### config.mk
export PLATFORM = sky130hd
export DESIGN_NAME = asm_line_field_splitter_flat
export DESIGN_NICKNAME = d
export VERILOG_FILES = /design/src/alfs_pkg.sv /design/src/alfs_in_if.sv /design/src/alfs_out_if.sv /design/src/alfs_ram.sv /design/src/alfs_datapath.sv /design/src/alfs_ctrl.sv /design/src/asm_line_field_splitter.sv /design/src/flat_wrapper.sv
export SDC_FILE = /design/constraint.sdc
export NUM_CORES = 1
export LEC_CHECK = 0
export BUFFER_PORTS_ARGS = -buffer_cell sky130_fd_sc_hd__buf_2
export CAP_MARGIN = 15
export CORE_ASPECT_RATIO = 1.25
export CORE_MARGIN = 8
export CORE_UTILIZATION = 62
export DETAILED_ROUTE_END_ITERATION = 16
export GPL_ROUTABILITY_DRIVEN = 0
export HOLD_SLACK_MARGIN = 0.03
export MAX_ROUTING_LAYER = met4
export PLACE_DENSITY = 0.8
export SETUP_SLACK_MARGIN = 0.05
export SLEW_MARGIN = 20
export SYNTH_ARGS = -nofsm -noshare
export SYNTH_HDL_FRONTEND = slang
export SYNTH_HIERARCHICAL = 1
export SYNTH_SLANG_ARGS = --single-unit
### constraint.sdc
create_clock -name clk -period 3.82 [get_ports clk]
set_input_delay 0 -clock clk [delete_from_list [all_inputs] [get_ports clk]]
set_output_delay 0 -clock clk [all_outputs]
set_load 0.005 [all_outputs]
### src/alfs_pkg.sv
// Shared types, constants and character classes for the assembler line field splitter.
// No dependencies; alfs_datapath, alfs_ctrl and asm_line_field_splitter import this package.
package alfs_pkg;

  localparam logic [2:0] TAG_LABEL   = 3'd0;
  localparam logic [2:0] TAG_MNEM    = 3'd1;
  localparam logic [2:0] TAG_OPER    = 3'd2;
  localparam logic [2:0] TAG_COMMENT = 3'd3;
  localparam logic [2:0] TAG_END     = 3'd4;

  localparam logic [7:0] CH_STAR  = 8'h2A;
  localparam logic [7:0] CH_SEMI  = 8'h3B;
  localparam logic [7:0] CH_COLON = 8'h3A;
  localparam logic [7:0] CH_UNDER = 8'h5F;
  localparam logic [7:0] CH_AT    = 8'h40;
  localparam logic [7:0] CH_SPACE = 8'h20;
  localparam logic [7:0] CH_TAB   = 8'h09;
  localparam logic [7:0] CH_CR    = 8'h0D;
  localparam logic [7:0] CH_LF    = 8'h0A;

  typedef enum logic [6:0] {
    PH_START   = 7'b0000001,
    PH_LABEL   = 7'b0000010,
    PH_PREMN   = 7'b0000100,
    PH_MNEM    = 7'b0001000,
    PH_PREOP   = 7'b0010000,
    PH_OPER    = 7'b0100000,
    PH_COMMENT = 7'b1000000
  } phase_t;

  typedef enum logic [3:0] {
    S_IDLE = 4'b0001,
    S_READ = 4'b0010,
    S_EMIT = 4'b0100,
    S_LAST = 4'b1000
  } ctl_state_t;

  typedef struct packed {
    logic accept;
    logic rd_en;
    logic load_ram;
    logic load_held;
  } cmd_t;

  typedef struct packed {
    logic flush_req;
    logic rd_last;
    logic out_free;
  } sts_t;

  function automatic logic is_lower(input logic [7:0] c);
    return (c >= 8'h61) && (c <= 8'h7A);
  endfunction

  function automatic logic is_alpha(input logic [7:0] c);
    return ((c >= 8'h41) && (c <= 8'h5A)) || is_lower(c);
  endfunction

  function automatic logic is_sep(input logic [7:0] c);
    return (c == CH_SPACE) || (c == CH_TAB);
  endfunction

  function automatic logic is_trim(input logic [7:0] c);
    return is_sep(c) || (c == CH_CR) || (c == CH_LF);
  endfunction

  function automatic logic label_first(input logic [7:0] c);
    return is_alpha(c) || (c == CH_UNDER) || (c == CH_AT);
  endfunction

  function automatic logic label_next(input logic [7:0] c);
    return label_first(c) || ((c >= 8'h30) && (c <= 8'h39));
  endfunction

  function automatic logic [7:0] upper(input logic [7:0] c);
    return is_lower(c) ? (c - 8'd32) : c;
  endfunction

endpackage

### src/alfs_in_if.sv
// Input channel: one source byte or an end-of-line transaction.
// Standalone interface, no dependencies.
interface alfs_in_if;
  logic       valid;
  logic       ready;
  logic       kind;
  logic [7:0] ch;

  modport source (output valid, kind, ch, input ready);
  modport sink (input valid, kind, ch, output ready);
endinterface

### src/alfs_out_if.sv
// Output channel: one tagged character or end-of-line marker per transaction.
// Standalone interface, no dependencies.
interface alfs_out_if;
  logic       valid;
  logic       ready;
  logic [7:0] out_char;
  logic [2:0] field_tag;
  logic       overflow;
  logic       last;

  modport source (output valid, out_char, field_tag, overflow, last, input ready);
  modport sink (input valid, out_char, field_tag, overflow, last, output ready);
endinterface

### src/alfs_ram.sv
// Generic single write port, single read port RAM with registered read data.
// No dependencies.
module alfs_ram #(
  parameter int WIDTH = 8,
  parameter int DEPTH = 16,
  localparam int AW = (DEPTH > 1) ? $clog2(DEPTH) : 1
) (
  input  logic             clk,
  input  logic             we,
  input  logic [AW-1:0]    waddr,
  input  logic [WIDTH-1:0] wdata,
  input  logic             re,
  input  logic [AW-1:0]    raddr,
  output logic [WIDTH-1:0] rdata
);

  logic [WIDTH-1:0] mem [DEPTH];

  always_ff @(posedge clk) begin
    if (we) begin
      mem[waddr] <= wdata;
    end
    if (re) begin
      rdata <= mem[raddr];
    end
  end

endmodule

### src/alfs_datapath.sv
// Datapath: line parser, held-whitespace RAM, flush index and output register.
// Depends on alfs_pkg and alfs_ram; driven by alfs_ctrl through cmd_t/sts_t.
module alfs_datapath
  import alfs_pkg::*;
#(
  parameter int PENDING_DEPTH = 16
) (
  input  logic       clk,
  input  logic       rst,
  input  logic       kind,
  input  logic [7:0] ch,
  input  cmd_t       cmd,
  output sts_t       sts,
  input  logic       out_ready,
  output logic       out_valid,
  output logic [7:0] out_char,
  output logic [2:0] field_tag,
  output logic       overflow,
  output logic       last
);

  localparam int CW = $clog2(PENDING_DEPTH + 1);
  localparam int AW = (PENDING_DEPTH > 1) ? $clog2(PENDING_DEPTH) : 1;

  phase_t        phase;
  phase_t        phase_next;
  logic [CW-1:0] pending_count;
  logic          dropped;
  logic [AW-1:0] rd_idx;
  logic [7:0]    held_char;
  logic [7:0]    ram_rdata;

  logic       d_emit;
  logic [7:0] d_char;
  logic [2:0] d_tag;
  logic       d_ovf;
  logic       d_push;
  logic       d_drop;
  logic       d_clr;
  logic       flush_req;
  logic       full;
  logic       out_free;
  logic       load_new;
  logic       load_any;

  logic       bm_emit;
  logic [7:0] bm_char;
  logic [2:0] bm_tag;
  phase_t     bm_phase;

  assign full     = pending_count == CW'(PENDING_DEPTH);
  assign out_free = !out_valid || out_ready;
  assign load_new = cmd.accept && d_emit;
  assign load_any = load_new || cmd.load_ram || cmd.load_held;

  assign sts.flush_req = flush_req;
  assign sts.rd_last   = (CW'(rd_idx) + CW'(1)) == pending_count;
  assign sts.out_free  = out_free;

  // field entry at line start, after label or after separator
  always_comb begin
    bm_emit  = !is_sep(ch);
    bm_char  = (ch == CH_SEMI) ? ch : upper(ch);
    bm_tag   = (ch == CH_SEMI) ? TAG_COMMENT : TAG_MNEM;
    bm_phase = is_sep(ch) ? PH_PREMN : ((ch == CH_SEMI) ? PH_COMMENT : PH_MNEM);
  end

  always_comb begin
    d_emit     = 1'b0;
    d_char     = ch;
    d_tag      = TAG_OPER;
    d_ovf      = 1'b0;
    d_push     = 1'b0;
    d_drop     = 1'b0;
    d_clr      = 1'b0;
    flush_req  = 1'b0;
    phase_next = phase;
    if (kind) begin
      d_emit     = 1'b1;
      d_char     = 8'd0;
      d_tag      = TAG_END;
      d_ovf      = dropped;
      d_clr      = 1'b1;
      phase_next = PH_START;
    end else begin
      unique case (phase)
        PH_START: begin
          if ((ch == CH_STAR) || (ch == CH_SEMI)) begin
            d_emit     = 1'b1;
            d_tag      = TAG_COMMENT;
            phase_next = PH_COMMENT;
          end else if (label_first(ch)) begin
            d_emit     = 1'b1;
            d_tag      = TAG_LABEL;
            phase_next = PH_LABEL;
          end else begin
            d_emit     = bm_emit;
            d_char     = bm_char;
            d_tag      = bm_tag;
            phase_next = bm_phase;
          end
        end
        PH_LABEL: begin
          if (label_next(ch)) begin
            d_emit = 1'b1;
            d_tag  = TAG_LABEL;
          end else if (ch == CH_COLON) begin
            phase_next = PH_PREMN;
          end else begin
            d_emit     = bm_emit;
            d_char     = bm_char;
            d_tag      = bm_tag;
            phase_next = bm_phase;
          end
        end
        PH_PREMN: begin
          d_emit     = bm_emit;
          d_char     = bm_char;
          d_tag      = bm_tag;
          phase_next = bm_phase;
        end
        PH_MNEM: begin
          if (is_sep(ch)) begin
            phase_next = PH_PREOP;
          end else if (ch == CH_SEMI) begin
            d_emit     = 1'b1;
            d_tag      = TAG_COMMENT;
            phase_next = PH_COMMENT;
          end else begin
            d_emit = 1'b1;
            d_char = upper(ch);
            d_tag  = TAG_MNEM;
          end
        end
        PH_PREOP: begin
          if (ch == CH_SEMI) begin
            d_emit     = 1'b1;
            d_tag      = TAG_COMMENT;
            phase_next = PH_COMMENT;
          end else if (!is_trim(ch)) begin
            d_emit     = 1'b1;
            phase_next = PH_OPER;
          end
        end
        PH_OPER: begin
          if (ch == CH_SEMI) begin
            d_emit     = 1'b1;
            d_tag      = TAG_COMMENT;
            phase_next = PH_COMMENT;
            d_clr      = 1'b1;
          end else if (is_trim(ch)) begin
            d_push = !full;
            d_drop = full;
          end else if (pending_count != '0) begin
            flush_req = 1'b1;
          end else begin
            d_emit = 1'b1;
          end
        end
        default: begin
          d_emit     = 1'b1;
          d_tag      = TAG_COMMENT;
          phase_next = PH_COMMENT;
        end
      endcase
    end
  end

  // end-of-line clears the drop flag; a semicolon only clears the count
  always_ff @(posedge clk) begin
    if (rst) begin
      phase         <= PH_START;
      pending_count <= '0;
      dropped       <= 1'b0;
      rd_idx        <= '0;
    end else begin
      if (cmd.accept) begin
        phase <= phase_next;
        if (d_clr) begin
          pending_count <= '0;
        end else if (d_push) begin
          pending_count <= pending_count + CW'(1);
        end
        if (kind) begin
          dropped <= 1'b0;
        end else if (d_drop) begin
          dropped <= 1'b1;
        end
        if (flush_req) begin
          rd_idx <= '0;
        end
      end
      if (cmd.load_ram) begin
        rd_idx <= rd_idx + AW'(1);
      end
      if (cmd.load_held) begin
        pending_count <= '0;
      end
    end
  end

  always_ff @(posedge clk) begin
    if (cmd.accept && flush_req) begin
      held_char <= ch;
    end
  end

  alfs_ram #(
    .WIDTH (8),
    .DEPTH (PENDING_DEPTH)
  ) u_pending (
    .clk   (clk),
    .we    (cmd.accept && d_push),
    .waddr (pending_count[AW-1:0]),
    .wdata (ch),
    .re    (cmd.rd_en),
    .raddr (rd_idx),
    .rdata (ram_rdata)
  );

  always_ff @(posedge clk) begin
    if (rst) begin
      out_valid <= 1'b0;
    end else if (load_any) begin
      out_valid <= 1'b1;
    end else if (out_ready) begin
      out_valid <= 1'b0;
    end
  end

  always_ff @(posedge clk) begin
    if (load_new) begin
      out_char  <= d_char;
      field_tag <= d_tag;
      overflow  <= d_ovf;
      last      <= 1'b1;
    end else if (cmd.load_ram) begin
      out_char  <= ram_rdata;
      field_tag <= TAG_OPER;
      overflow  <= 1'b0;
      last      <= 1'b0;
    end else if (cmd.load_held) begin
      out_char  <= held_char;
      field_tag <= TAG_OPER;
      overflow  <= 1'b0;
      last      <= 1'b1;
    end
  end

  a_count_bound: assert property (@(posedge clk) disable iff (rst)
    pending_count <= CW'(PENDING_DEPTH))
    else $error("held whitespace count beyond buffer depth");

  a_no_overwrite: assert property (@(posedge clk) disable iff (rst)
    load_any |-> out_free)
    else $error("output register loaded while a transaction is pending");

  a_flush_clears: assert property (@(posedge clk) disable iff (rst)
    cmd.load_held |=> pending_count == '0)
    else $error("held whitespace not cleared after release");

endmodule

### src/alfs_ctrl.sv
// Controller: input handshake and the sequencer that releases held whitespace.
// Depends on alfs_pkg; commands alfs_datapath.
module alfs_ctrl
  import alfs_pkg::*;
(
  input  logic clk,
  input  logic rst,
  input  logic item_valid,
  output logic item_ready,
  input  sts_t sts,
  output cmd_t cmd
);

  ctl_state_t state;
  ctl_state_t state_next;

  assign item_ready = (state == S_IDLE) && sts.out_free;

  always_comb begin
    cmd        = '0;
    state_next = state;
    unique case (state)
      S_IDLE: begin
        cmd.accept = item_valid && item_ready;
        if (cmd.accept && sts.flush_req) begin
          state_next = S_READ;
        end
      end
      S_READ: begin
        cmd.rd_en  = 1'b1;
        state_next = S_EMIT;
      end
      S_EMIT: begin
        if (sts.out_free) begin
          cmd.load_ram = 1'b1;
          state_next   = sts.rd_last ? S_LAST : S_READ;
        end
      end
      S_LAST: begin
        if (sts.out_free) begin
          cmd.load_held = 1'b1;
          state_next    = S_IDLE;
        end
      end
      default: state_next = S_IDLE;
    endcase
  end

  always_ff @(posedge clk) begin
    if (rst) begin
      state <= S_IDLE;
    end else begin
      state <= state_next;
    end
  end

  a_flush_start: assert property (@(posedge clk) disable iff (rst)
    (cmd.accept && sts.flush_req) |=> state == S_READ)
    else $error("release sequence did not start");

endmodule

### src/asm_line_field_splitter.sv
// Assembler line field splitter: takes one source byte or end-of-line transaction
// per cycle while no held whitespace is being released and the output register is
// free or being drained, and returns tagged label, mnemonic, operand and comment
// bytes. An item that yields no result or one result is taken whenever the
// controller is idle and the output register is free or being drained. An operand
// byte after N held whitespace bytes is accepted, then each held byte is read
// from the whitespace buffer's registered read port and loaded out, then the
// byte itself is loaded. The buffer needs no clearing after reset. Depends on
// alfs_pkg, the two interfaces, alfs_ctrl, alfs_datapath and alfs_ram.
module asm_line_field_splitter
  import alfs_pkg::*;
#(
  parameter int PENDING_DEPTH = 16
) (
  input logic         clk,
  input logic         rst,
  alfs_in_if.sink     item,
  alfs_out_if.source  result
);

  cmd_t cmd;
  sts_t sts;

  alfs_ctrl u_ctrl (
    .clk        (clk),
    .rst        (rst),
    .item_valid (item.valid),
    .item_ready (item.ready),
    .sts        (sts),
    .cmd        (cmd)
  );

  alfs_datapath #(
    .PENDING_DEPTH (PENDING_DEPTH)
  ) u_datapath (
    .clk       (clk),
    .rst       (rst),
    .kind      (item.kind),
    .ch        (item.ch),
    .cmd       (cmd),
    .sts       (sts),
    .out_ready (result.ready),
    .out_valid (result.valid),
    .out_char  (result.out_char),
    .field_tag (result.field_tag),
    .overflow  (result.overflow),
    .last      (result.last)
  );

endmodule
### src/flat_wrapper.sv
// flat-port wrapper written by rule: the top's interface ports become plain ports
module asm_line_field_splitter_flat import alfs_pkg::*;
#(
  parameter int PENDING_DEPTH = 16
)
  (clk, rst, item_valid, item_kind, item_ch, item_ready, result_valid, result_out_char, result_field_tag, result_overflow, result_last, result_ready);
  alfs_in_if item_i ();
  alfs_out_if result_i ();
  input logic clk;
  input logic rst;
  input wire logic [$bits(item_i.valid)-1:0] item_valid;
  input wire logic [$bits(item_i.kind)-1:0] item_kind;
  input wire logic [$bits(item_i.ch)-1:0] item_ch;
  output wire logic [$bits(item_i.ready)-1:0] item_ready;
  output wire logic [$bits(result_i.valid)-1:0] result_valid;
  output wire logic [$bits(result_i.out_char)-1:0] result_out_char;
  output wire logic [$bits(result_i.field_tag)-1:0] result_field_tag;
  output wire logic [$bits(result_i.overflow)-1:0] result_overflow;
  output wire logic [$bits(result_i.last)-1:0] result_last;
  input wire logic [$bits(result_i.ready)-1:0] result_ready;
  assign item_i.valid = item_valid;
  assign item_i.kind = item_kind;
  assign item_i.ch = item_ch;
  assign item_ready = item_i.ready;
  assign result_valid = result_i.valid;
  assign result_out_char = result_i.out_char;
  assign result_field_tag = result_i.field_tag;
  assign result_overflow = result_i.overflow;
  assign result_last = result_i.last;
  assign result_i.ready = result_ready;
  asm_line_field_splitter #(.PENDING_DEPTH(PENDING_DEPTH)) u_core (.clk(clk), .rst(rst), .item(item_i), .result(result_i));
endmodule
==> metrics <==
drt total wl ~18000 um; Yosys reg bits 179; total gr overflow 0; Yosys top cell by area edfxtp_1; total negative slack 0 ns; I/O pin total 28; RSZ-0062 raised after global routing false; r2r startpoint u_core/u_ctrl/state[0]; Port Buf Inserts 27; Slew HR between 40% and 50%; Syn-to-layout area delta 11.4%; FFs w/ async S/R, synth 0%; vias per inst 6.57; cts repair resizes 0; post-route ant nets 0; Synth Cell Area 8190 um^2; first-pass GRT wire length 28700 um; WP data required 3.87 ns; Worst-path clk slew 0.07 ns; core area about 13000 um^2; initial cell density of the core 62.7%; hold endpoint u_core/u_datapath/phase[0]; DRT Pass-1 Iters 7; pre-CTS setup slack between 0.5 and 0.6 ns; CP Max Fanout 8; final instance area 9120 um^2; Max Fclk 0.298 GHz; YS warnings 6; FP Rows 47; area share of the largest cell type after synthesis a little under three fifths; CTS Sinks between 150 and 200; GRT met1 Usage 26.3%; Synthesized Nets 567; NumNets Final 605; Slew Viols, Final 0; worst hold stages 3; number of global-route vias before repair 5026; Worst setup SP type flip-flop; clock root cell clkbuf_16; H-tree Lvls 4; pwr/cell area 449 nW/um^2; MaxCap Viol Count 0; dpl cell area 8450 um^2; pin count of the biggest net entering global routing 37; CTS tree done; critical path type reg2reg; GRT busiest layer met2; count of cell types in the netlist 70; syn_area_per_cell 14.9 um^2; clock tree buffer depth 2; hpwl dp 12000 um; P_leak 3.03 nW; met2 Usage GRT 38.9%; r2r endpoint u_core/u_datapath/u_pending/mem[2][6]; cts bufs inserted 17; die area between 15000 and 20000 um^2; most common cell after layout, fill and taps aside edfxtp_1; Final Hold Fails 0; Final min period 3.35 ns; Reg2Reg Setup Slack 0.47 ns; final setup margin 0.468 ns; Clock Latency Late Sink about 0.43 ns; sequential area share after synthesis 62.9%; peak supply drop between 0.0003 and 0.0004 V; Worst Tran Pin Value between 0.7 and 0.8 ns; Final Setup Violations 0; Routed WL per cell 23.9 um; Worst Path Arrival ~3.4 ns; global-route usage over all layers between 20% and 30%; Cells after Synth 548; fraction of layout cells with a size suffix above 1 19.2%; routed vias 5066; status finished, final reports clean; DRT iter0 DRCs approximately 520; grt met3 use between 5 and 6%; DR DRC count 0; crit share post-route between 80% and 90%; most frequent cells in the layout edfxtp_1 (156), nor2_1 (35), nand2_1 (32); Die X 119 um; Post-synth EDFFs 156; reg2reg path depth 7; Setup Skew 0.00812 ns; largest cells by area after synthesis edfxtp_1 (57%), dfxtp_1 (5.6%), mux4_2 (5.0%); Most used DFF post-synth edfxtp_1; Final Util between 60% and 70%; Hold/Removal Path Class in2reg; critical path capture point type flip-flop; Hold Startpoint item_kind; initial antenna violation count 0; DIE HEIGHT 144 um
[power by group]
group | switching, mW | leakage (nW) | internal [mW]
Combinational | 0.133 | 1.13 | 0.0716
Sequential | 0.00861 | 1.60 | 2.14
Clock | 0.800 | 0.297 | 0.939
[worst max-delay path by stage]
stage	endpoint	slack (ns)	start
global route	u_core/u_datapath/u_pending/mem[1][3]	0.22	u_core/u_ctrl/state[0]
finish	u_core/u_datapath/u_pending/mem[2][6]	0.47	u_core/u_ctrl/state[0]
detailed placement	u_core/u_datapath/u_pending/mem[2][7]	0.55	u_core/u_ctrl/state[0]
global placement	u_core/u_datapath/u_pending/mem[2][7]	0.67	u_core/u_ctrl/state[0]
CTS	u_core/u_datapath/u_pending/mem[2][6]	0.52	u_core/u_ctrl/state[0]
floorplan	u_core/u_datapath/u_pending/mem[0][0]	0.44	u_core/u_ctrl/state[1]
[worst max-delay path, cell delays in order (launching register included)]
cell and delay (ns):
dfxtp_1 0.50, nor4b_1 0.54, and3_1 0.29, nand4_1 0.11, a21oi_2 0.19, and2_1 0.21
or3b_2 0.52, nor2_1 0.61
[flip-flops by register name, indices dropped and copies added (netlist names), 3 cells and up]
register	count
u_core/u_datapath/held_char	8
u_core/u_ctrl/state	4
u_core/u_datapath/u_pending/mem	128
u_core/u_datapath/phase	7
u_core/u_datapath/pending_count	5
u_core/u_datapath/rd_idx	4
u_core/u_datapath/u_pending/rdata	8
u_core/u_datapath/out_char	8
u_core/u_datapath/field_tag	3
[repair_timing]
| item | in CTS | in global routing |
|---|---|---|
| hold buffers | 7 | 0 |
| setup buffers | 0 | 0 |
| hold endpoints to repair | 50 | 0 |
[final cells by class]
| cell class | count | area [um^2] |
|---|---|---|
| diodes | 1 | 2.50 |
| clock buffers | 18 | 429 |
| clock inverters | 14 | 166 |
| fillers | 839 | 3940 |
| inverters | 12 | 45.0 |
| multi-input cells | 325 | 2780 |
| flip-flops and latches | 179 | 5150 |
| well taps | 171 | 214 |
| repair buffers | 51 | 333 |
[synthesized netlist by cell type (5+ instances only)]
cell / number
ha_1: 6
nor4_1: 6
xnor2_1: 6
nor2_1: 35
mux4_2: 18
xor2_1: 6
nor2b_1: 8
nand3_1: 9
buf_4: 7
mux4_1: 14
a31oi_1: 5
nand3b_1: 6
nand2_1: 32
and2_1: 7
and3_1: 5
buf_2: 9
a22oi_1: 17
mux2i_1: 17
nor3_1: 16
a211oi_1: 5
a21oi_1: 19
inv_1: 12
a22o_1: 5
nand2b_1: 10
edfxtp_1: 156
dfxtp_1: 23
buf_6: 6
o21ai_0: 9
clkbuf_1: 5
[logic make-up (layout without fill, tap and decap cells)]
group,Yosys count,in the layout,synth area share [%]
compound gates,89,89,8.22
xor+xnor,12,12,1.28
fa+ha+maj,6,6,0.917
buf+inv,44,95,3.26
flops,179,179,62.9
mux,51,51,11.8
other cells,0,1,0
simple gates,167,167,11.7
[per-stage QoR]
stage                     std cells  power, mW  hold slack [ns]
after detailed placement        731       2.39            0.306
final                           771       4.09           0.0627
after global placement          731       2.38            0.308
after global routing            770       4.21           0.0746
after floorplan                 548       2.31           0.0689
after CTS                       770       4.11           0.0497
[per-layer routing]
layer  vias to the layer above  wire length [um]
met4                         0               597
met3                        47              1220
met5                         -                 0
met2                       258              9340
met1                      2511              7250
li1                       2250                 -
Power figures use the tool's default switching activity.
